$ cat config.mk
export PLATFORM = sky130hd
export DESIGN_NAME = fixed_step_pulse_pacer_top
export DESIGN_NICKNAME = d
export VERILOG_FILES = /design/src/rtl/core/fpp_pkg.sv /design/src/rtl/core/fixed_step_pulse_pacer_top.sv
export SDC_FILE = /design/constraint.sdc
export NUM_CORES = 1
export LEC_CHECK = 0
export BUFFER_PORTS_ARGS = -buffer_cell sky130_fd_sc_hd__buf_2
export CORE_MARGIN = 5
export CORE_UTILIZATION = 35
export CTS_CLUSTER_SIZE = 16
export DETAILED_ROUTE_END_ITERATION = 10
export HOLD_SLACK_MARGIN = 0.08
export PLACE_DENSITY = 0.52
export SLEW_MARGIN = 10
export SYNTH_ARGS = -nofsm -noshare
export SYNTH_HDL_FRONTEND = slang
export SYNTH_SLANG_ARGS = --single-unit
$ cat constraint.sdc
create_clock -name clk_i -period 8.9 [get_ports clk_i]
set_input_delay 0 -clock clk_i [delete_from_list [all_inputs] [get_ports clk_i]]
set_output_delay 0 -clock clk_i [all_outputs]
set_load 0.005 [all_outputs]
$ cat src/rtl/core/fpp_pkg.sv
// Shared widths, reset values and result codes of the fixed-step pulse pacer.
package fpp_pkg;

  localparam int unsigned TimeWidth   = 32;
  localparam int unsigned TickWidth   = 16;
  localparam int unsigned StreakWidth = 8;

  localparam logic [TickWidth-1:0]   TicksResetVal = 16'd100;
  localparam logic [StreakWidth-1:0] StreakLimit   = 8'd5;
  localparam logic [StreakWidth-1:0] StreakMax     = 8'd255;

  localparam int unsigned InDataWidth  = 32;
  localparam int unsigned OutDataWidth = 56;

  typedef enum logic [1:0] {
    OutcomeOnTime  = 2'd0,
    OutcomeCatchUp = 2'd1,
    OutcomeOverrun = 2'd2
  } outcome_e;

  localparam logic CmdCheck = 1'b0;
  localparam logic CmdQuery = 1'b1;

endpackage

$ cat src/rtl/core/fixed_step_pulse_pacer_top.sv
// Fixed-step pulse pacer: input register, single-pass pacing logic, result register.
//
// Use:
//   Slave stream carries one item per transfer: tdata holds the current
//   free-running time, tuser the command (0 check and advance, 1 query).
//   Master stream returns one result per item: remaining wait ticks, pulse
//   number, outcome code and the stored overrun flag.
//   The period length is written through cfg_we_i / cfg_wdata_i while the
//   block is idle; it takes effect on the next item.
// Flow and throughput:
//   An item taken moves from the input register into the result register,
//   where its result is offered; a held result can delay the move. One
//   item per cycle is sustained while results are taken; the pacing state
//   is updated as each item passes from the input register to the result
//   register.
// Reset:
//   Both registers empty, mark, pulse count, late streak and overrun flag
//   zero, period 100 ticks.
// Stall:
//   A held result keeps the result register; the input register still
//   takes one item, after which tready falls until the result is taken.
module fixed_step_pulse_pacer_top (
  input  logic                              clk_i,
  input  logic                              rst_ni,
  input  logic                              cfg_we_i,
  input  logic [fpp_pkg::TickWidth-1:0]     cfg_wdata_i,
  input  logic                              s_axis_tvalid_i,
  output logic                              s_axis_tready_o,
  // [31:0] now_time
  input  logic [fpp_pkg::InDataWidth-1:0]   s_axis_tdata_i,
  // [0] cmd
  input  logic                              s_axis_tuser_i,
  output logic                              m_axis_tvalid_o,
  input  logic                              m_axis_tready_i,
  // [15:0] wait_ticks, [47:16] pulse_number, [49:48] outcome, [50] overrun,
  // [55:51] zero
  output logic [fpp_pkg::OutDataWidth-1:0]  m_axis_tdata_o
);

  logic [fpp_pkg::TickWidth-1:0]   period_q;
  logic [fpp_pkg::TimeWidth-1:0]   mark_q, mark_d;
  logic [fpp_pkg::TimeWidth-1:0]   pulse_q, pulse_d;
  logic [fpp_pkg::StreakWidth-1:0] streak_q, streak_d, streak_inc;
  logic                            ovr_q, ovr_d;

  logic                            in_valid_q;
  logic                            in_cmd_q;
  logic [fpp_pkg::TimeWidth-1:0]   in_now_q;

  logic                            out_valid_q;
  logic [fpp_pkg::TickWidth-1:0]   out_wait_q, wait_d;
  logic [fpp_pkg::TimeWidth-1:0]   out_pulse_q;
  fpp_pkg::outcome_e               out_outcome_q, outcome_d;
  logic                            out_ovr_q;

  logic                            advance;
  logic                            s_fire;
  logic [fpp_pkg::TimeWidth-1:0]   elapsed;
  logic [fpp_pkg::TimeWidth-1:0]   period_ext;
  logic [fpp_pkg::TimeWidth:0]     period_x2;
  logic                            on_time;
  logic                            in_period;
  logic                            overrun_hit;

  assign advance         = in_valid_q && (!out_valid_q || m_axis_tready_i);
  assign s_axis_tready_o = !in_valid_q || advance;
  assign s_fire          = s_axis_tvalid_i && s_axis_tready_o;

  assign period_ext = {{(fpp_pkg::TimeWidth-fpp_pkg::TickWidth){1'b0}}, period_q};
  assign period_x2  = {1'b0, period_ext} << 1;
  assign elapsed    = in_now_q - mark_q;
  assign on_time    = elapsed <= period_ext;
  assign in_period  = elapsed < period_ext;
  assign streak_inc = (streak_q == fpp_pkg::StreakMax) ? streak_q
                                                       : streak_q + 8'd1;
  assign overrun_hit = (streak_inc > fpp_pkg::StreakLimit) ||
                       ({1'b0, elapsed} > period_x2);

  always_comb begin
    mark_d    = mark_q;
    pulse_d   = pulse_q;
    streak_d  = streak_q;
    ovr_d     = ovr_q;
    wait_d    = '0;
    outcome_d = fpp_pkg::OutcomeOnTime;
    if (in_cmd_q == fpp_pkg::CmdQuery) begin
      if (in_period) begin
        wait_d = period_q - elapsed[fpp_pkg::TickWidth-1:0];
      end
    end else begin
      pulse_d = pulse_q + 32'd1;
      priority if (on_time) begin
        wait_d   = period_q - elapsed[fpp_pkg::TickWidth-1:0];
        mark_d   = mark_q + period_ext;
        streak_d = '0;
        ovr_d    = 1'b0;
      end else if (overrun_hit) begin
        streak_d  = streak_inc;
        mark_d    = in_now_q;
        ovr_d     = 1'b1;
        outcome_d = fpp_pkg::OutcomeOverrun;
      end else begin
        streak_d  = streak_inc;
        mark_d    = mark_q + period_ext;
        ovr_d     = 1'b0;
        outcome_d = fpp_pkg::OutcomeCatchUp;
      end
    end
  end

  always_ff @(posedge clk_i or negedge rst_ni) begin
    if (!rst_ni) begin
      period_q <= fpp_pkg::TicksResetVal;
    end else if (cfg_we_i) begin
      period_q <= cfg_wdata_i;
    end
  end

  always_ff @(posedge clk_i or negedge rst_ni) begin
    if (!rst_ni) begin
      in_valid_q  <= 1'b0;
      out_valid_q <= 1'b0;
      mark_q      <= '0;
      pulse_q     <= '0;
      streak_q    <= '0;
      ovr_q       <= 1'b0;
    end else begin
      if (s_fire) begin
        in_valid_q <= 1'b1;
      end else if (advance) begin
        in_valid_q <= 1'b0;
      end
      if (advance) begin
        out_valid_q <= 1'b1;
        mark_q      <= mark_d;
        pulse_q     <= pulse_d;
        streak_q    <= streak_d;
        ovr_q       <= ovr_d;
      end else if (m_axis_tready_i) begin
        out_valid_q <= 1'b0;
      end
    end
  end

  always_ff @(posedge clk_i) begin
    if (s_fire) begin
      in_cmd_q <= s_axis_tuser_i;
      in_now_q <= s_axis_tdata_i;
    end
    if (advance) begin
      out_wait_q    <= wait_d;
      out_pulse_q   <= pulse_d;
      out_outcome_q <= outcome_d;
      out_ovr_q     <= ovr_d;
    end
  end

  assign m_axis_tvalid_o = out_valid_q;
  assign m_axis_tdata_o  = {5'd0, out_ovr_q, out_outcome_q, out_pulse_q, out_wait_q};

  a_overrun_sets_flag: assert property (@(posedge clk_i) disable iff (!rst_ni)
    (out_valid_q && out_outcome_q == fpp_pkg::OutcomeOverrun) |-> out_ovr_q)
    else $error("overrun outcome without stored overrun flag");

  a_wait_only_on_time: assert property (@(posedge clk_i) disable iff (!rst_ni)
    (out_valid_q && out_wait_q != '0) |-> (out_outcome_q == fpp_pkg::OutcomeOnTime))
    else $error("nonzero wait on a late outcome");

  a_check_bumps_pulse: assert property (@(posedge clk_i) disable iff (!rst_ni)
    (advance && in_cmd_q == fpp_pkg::CmdCheck) |=> (pulse_q == $past(pulse_q) + 32'd1))
    else $error("check did not advance the pulse count");

  a_query_keeps_state: assert property (@(posedge clk_i) disable iff (!rst_ni)
    (advance && in_cmd_q == fpp_pkg::CmdQuery) |=>
      ($stable(mark_q) && $stable(pulse_q) && $stable(streak_q)))
    else $error("query changed pacing state");

endmodule

==> results.yml <==
finish:
  final_common_cell: "buf_2"
  area_growth_pct: 19.6
  finalNetCount: 1545
  fill_cells: 3318
  fin_cells: 1853
  drive_gt1_share_pct: 12.0
  num_antenna_cells: 0
  mostFrequentLayoutCells: "buf_2, nand2_1, ha_1, dfrtp_1, edfxtp_1"
pwr:
  cellPowerDensity_nw_per_um2: 223
  ir_worst_vdd_mv: 0.147
  p_total_uw: 3120
  p_leak_uw: 0.00618
grt:
  first_global_vias: 9375
  grt_use_met3_pct: 2.32
  grt_max_degree: 72
  grt-ovfl-total: 0
  grt_pass1_wl_um: 50500
  met1_usage_pct: 24.9
  use_met2_pct: 27.1
  grt_use_total_pct: 17.1
  grt_busiest_layer: "met2"
  antenna_found_initial: 0
clock_network:
  clk_path_buf_depth: 2
  htree_levels: 4
  cts-buffers-inserted: 17
  post_cts_buffers: 0
  clk_pin_slew_worst_paths_ns: 0.08
  cts_hold_buf: 71
  cts_tree: "built"
  postCtsResizedCells: 0
  clkLatencyLatePin_ns: 0.44
  numClockSinks: 175
  cts_root_buf: "clkbuf_16"
die:
  start_util_pct: 35.2
  rows: 67
  die-area_sq_um: 37200
  core_area_sq_um: 33300
  dieHeight_um: 193
  pin_count: 112
  die_x_um: 193
synth:
  ys_types: 72
  dominantRegCellSynth: "dfrtp_1"
  synth-seq-cells: 175
  seq_area_frac_synth_pct: 41.0
  avgSynthCellArea_sq_um: 9.47
  synth_cells: 1236
  yosysWarnings: 0
  synthArstFlopShare_pct: 52.0
  syn_area_sq_um: 11700
  synth_edf_count: 84
sta:
  fmax_ghz: 0.155
  fin_ws_ns: 2.46
  rsz0062_at_grt: "false"
  hold_violations: 0
  slew_violations: 0
  finalSetupTns_ns: 0
  finalCriticalPeriod_ns: 6.44
  finClkSkew_ns: 0.0177
  fin_crit_sh_pct: 72.3
  finalSetupViolCount: 0
  tightest_slew_ns: 0.830
  relSlewSlack_pct: 43.9
placement:
  dp_cells: 1750
  preCtsSetupSlack_ns: 2.49
  routabilityCongestion: 0.894
  place_hpwl_um: 23700
  portBuffers: 106
detailed_routing:
  drt_iter0_drc: 489
  route.antenna.remaining_nets: 0
  vias: 9521
  wl_um: 31500
  wl_per_cell_um: 17.0
  drcViolationCount: 0
  viasPerCell: 5.14
  first_pass_iters: 5
outcome:
  status: "finished clean"
critical_path:
  required_ns: 9.26
  path_class: "reg -> reg"
  critPathLaunchType: "flop"
  cp-end-kind: "flop"
  path_max_fanout: 27
  cp.arrival_ns: 6.80
hold_path:
  hold_path_class: "in -> async"
run:
  cap_violations: 0
## per-stage QoR
step	hold WS, ns	utilization (%)	instance area [sq um]
after global routing	0.145	42.1	14000
after detailed placement	0.0464	38.1	12700
after floorplan	-0.296	-	11700
after global placement	0.0476	38.1	12700
after CTS	0.0810	42.1	14000
final	0.101	42.1	14000
## synth_stat cells, types with 6 or more instances
cell / count / area share, %
edfxtp_1: 84 / 22
nand3_1: 66 / 2.8
o22ai_1: 6 / 0.32
xor2_1: 42 / 3.1
nor2b_1: 8 / 0.43
o211ai_1: 28 / 1.8
dfrtp_1: 88 / 19
o31ai_1: 6 / 0.38
ha_1: 96 / 10
clkbuf_1: 38 / 1.2
a211o_1: 9 / 0.67
a21o_1: 43 / 2.8
mux2i_1: 6 / 0.51
and2_1: 13 / 0.69
a211oi_1: 12 / 0.77
o21ai_0: 53 / 2.3
nor2_1: 74 / 2.4
nand2_1: 100 / 3.2
xnor2_1: 57 / 4.3
nand4_1: 24 / 1.3
and3_1: 21 / 1.1
a21oi_1: 63 / 2.7
inv_1: 83 / 2.7
buf_1: 6 / 0.19
or3_1: 11 / 0.59
nor3_1: 35 / 1.5
a31oi_1: 10 / 0.53
buf_4: 6 / 0.38
nor4_1: 17 / 0.91
o21a_1: 17 / 1.1
nand2b_1: 15 / 0.80
## layer usage
layer	vias to the layer above	share of wire [%]	routed length [um]
met5	-	0	0
met4	0	1.1	352
met3	20	4.2	1310
met2	174	45	14200
met1	4515	50	15700
li1	4812	-	-
## sequential cells by signal (all words and copies together) (netlist names)
signal and count:
pulse_q 32, out_ovr_q 1, mark_q 32, in_valid_q 1, m_axis_tvalid_o 1, out_outcome_q 2, out_pulse_q 32, in_now_q 32
ovr_q 1, in_cmd_q 1, out_wait_q 16, streak_q 8, period_q 16
## power breakdown
part	switching [uW]	total (uW)	internal, uW
Clock	380	788	408
Sequential	77.3	1020	947
Combinational	764	1300	539
## cell type report
class / count / area (sq um) / share of cell area (%)
clock inverter: 14 / 189 / 1.35
sequential: 175 / 4800 / 34.3
inverter: 84 / 315 / 2.25
timing repair buffer: 187 / 1320 / 9.42
tap: 448 / 561 / 4.01
multi-input combinational: 927 / 6380 / 45.6
clock buffer: 18 / 429 / 3.07
## worst max-delay path, stage by stage, from the launching register on
cell	delay [ns]
edfxtp_1	0.36
inv_1	0.08
ha_1	0.15
inv_1	0.05
fa_1	0.41
a211oi_1	0.27
o21ai_1	0.20
o2111a_1	0.31
o31ai_1	0.34
nand2_1	0.12
xor2_1	0.28
ha_1	0.35
and3_1	0.21
a221oi_1	0.31
o31ai_1	0.12
a221oi_1	0.36
a21o_1	0.15
o21ai_0	0.12
a211oi_1	0.31
nand4_1	0.66
buf_4	0.53
or4_1	0.56
o211ai_1	0.09
## final timing paths
path	to	from	cells after the start	slack [ns]
setup / recovery	mark_q[15]	in_now_q[0]	22	2.46
hold / removal	mark_q[14]	rst_ni	2	0.10
setup reg to reg	mark_q[15]	in_now_q[0]	22	2.46
hold reg to reg	m_axis_tvalid_o	in_valid_q	1	0.48
max in group asynchronous	pulse_q[14]	rst_ni	3	7.61
min in group clk_i	period_q[14]	cfg_we_i	3	0.11
## logic make-up after synthesis
logic type	after synthesis	share of synthesized area [%]
mux	11	0.994
fa+ha+maj	99	10.8
buf+inv	138	4.66
compound gates	295	16.9
xor+xnor	99	7.41
simple gates	418	18.2
flops	175	41.0
other cells	1	0.0320
Power figures use the tool's default switching activity.
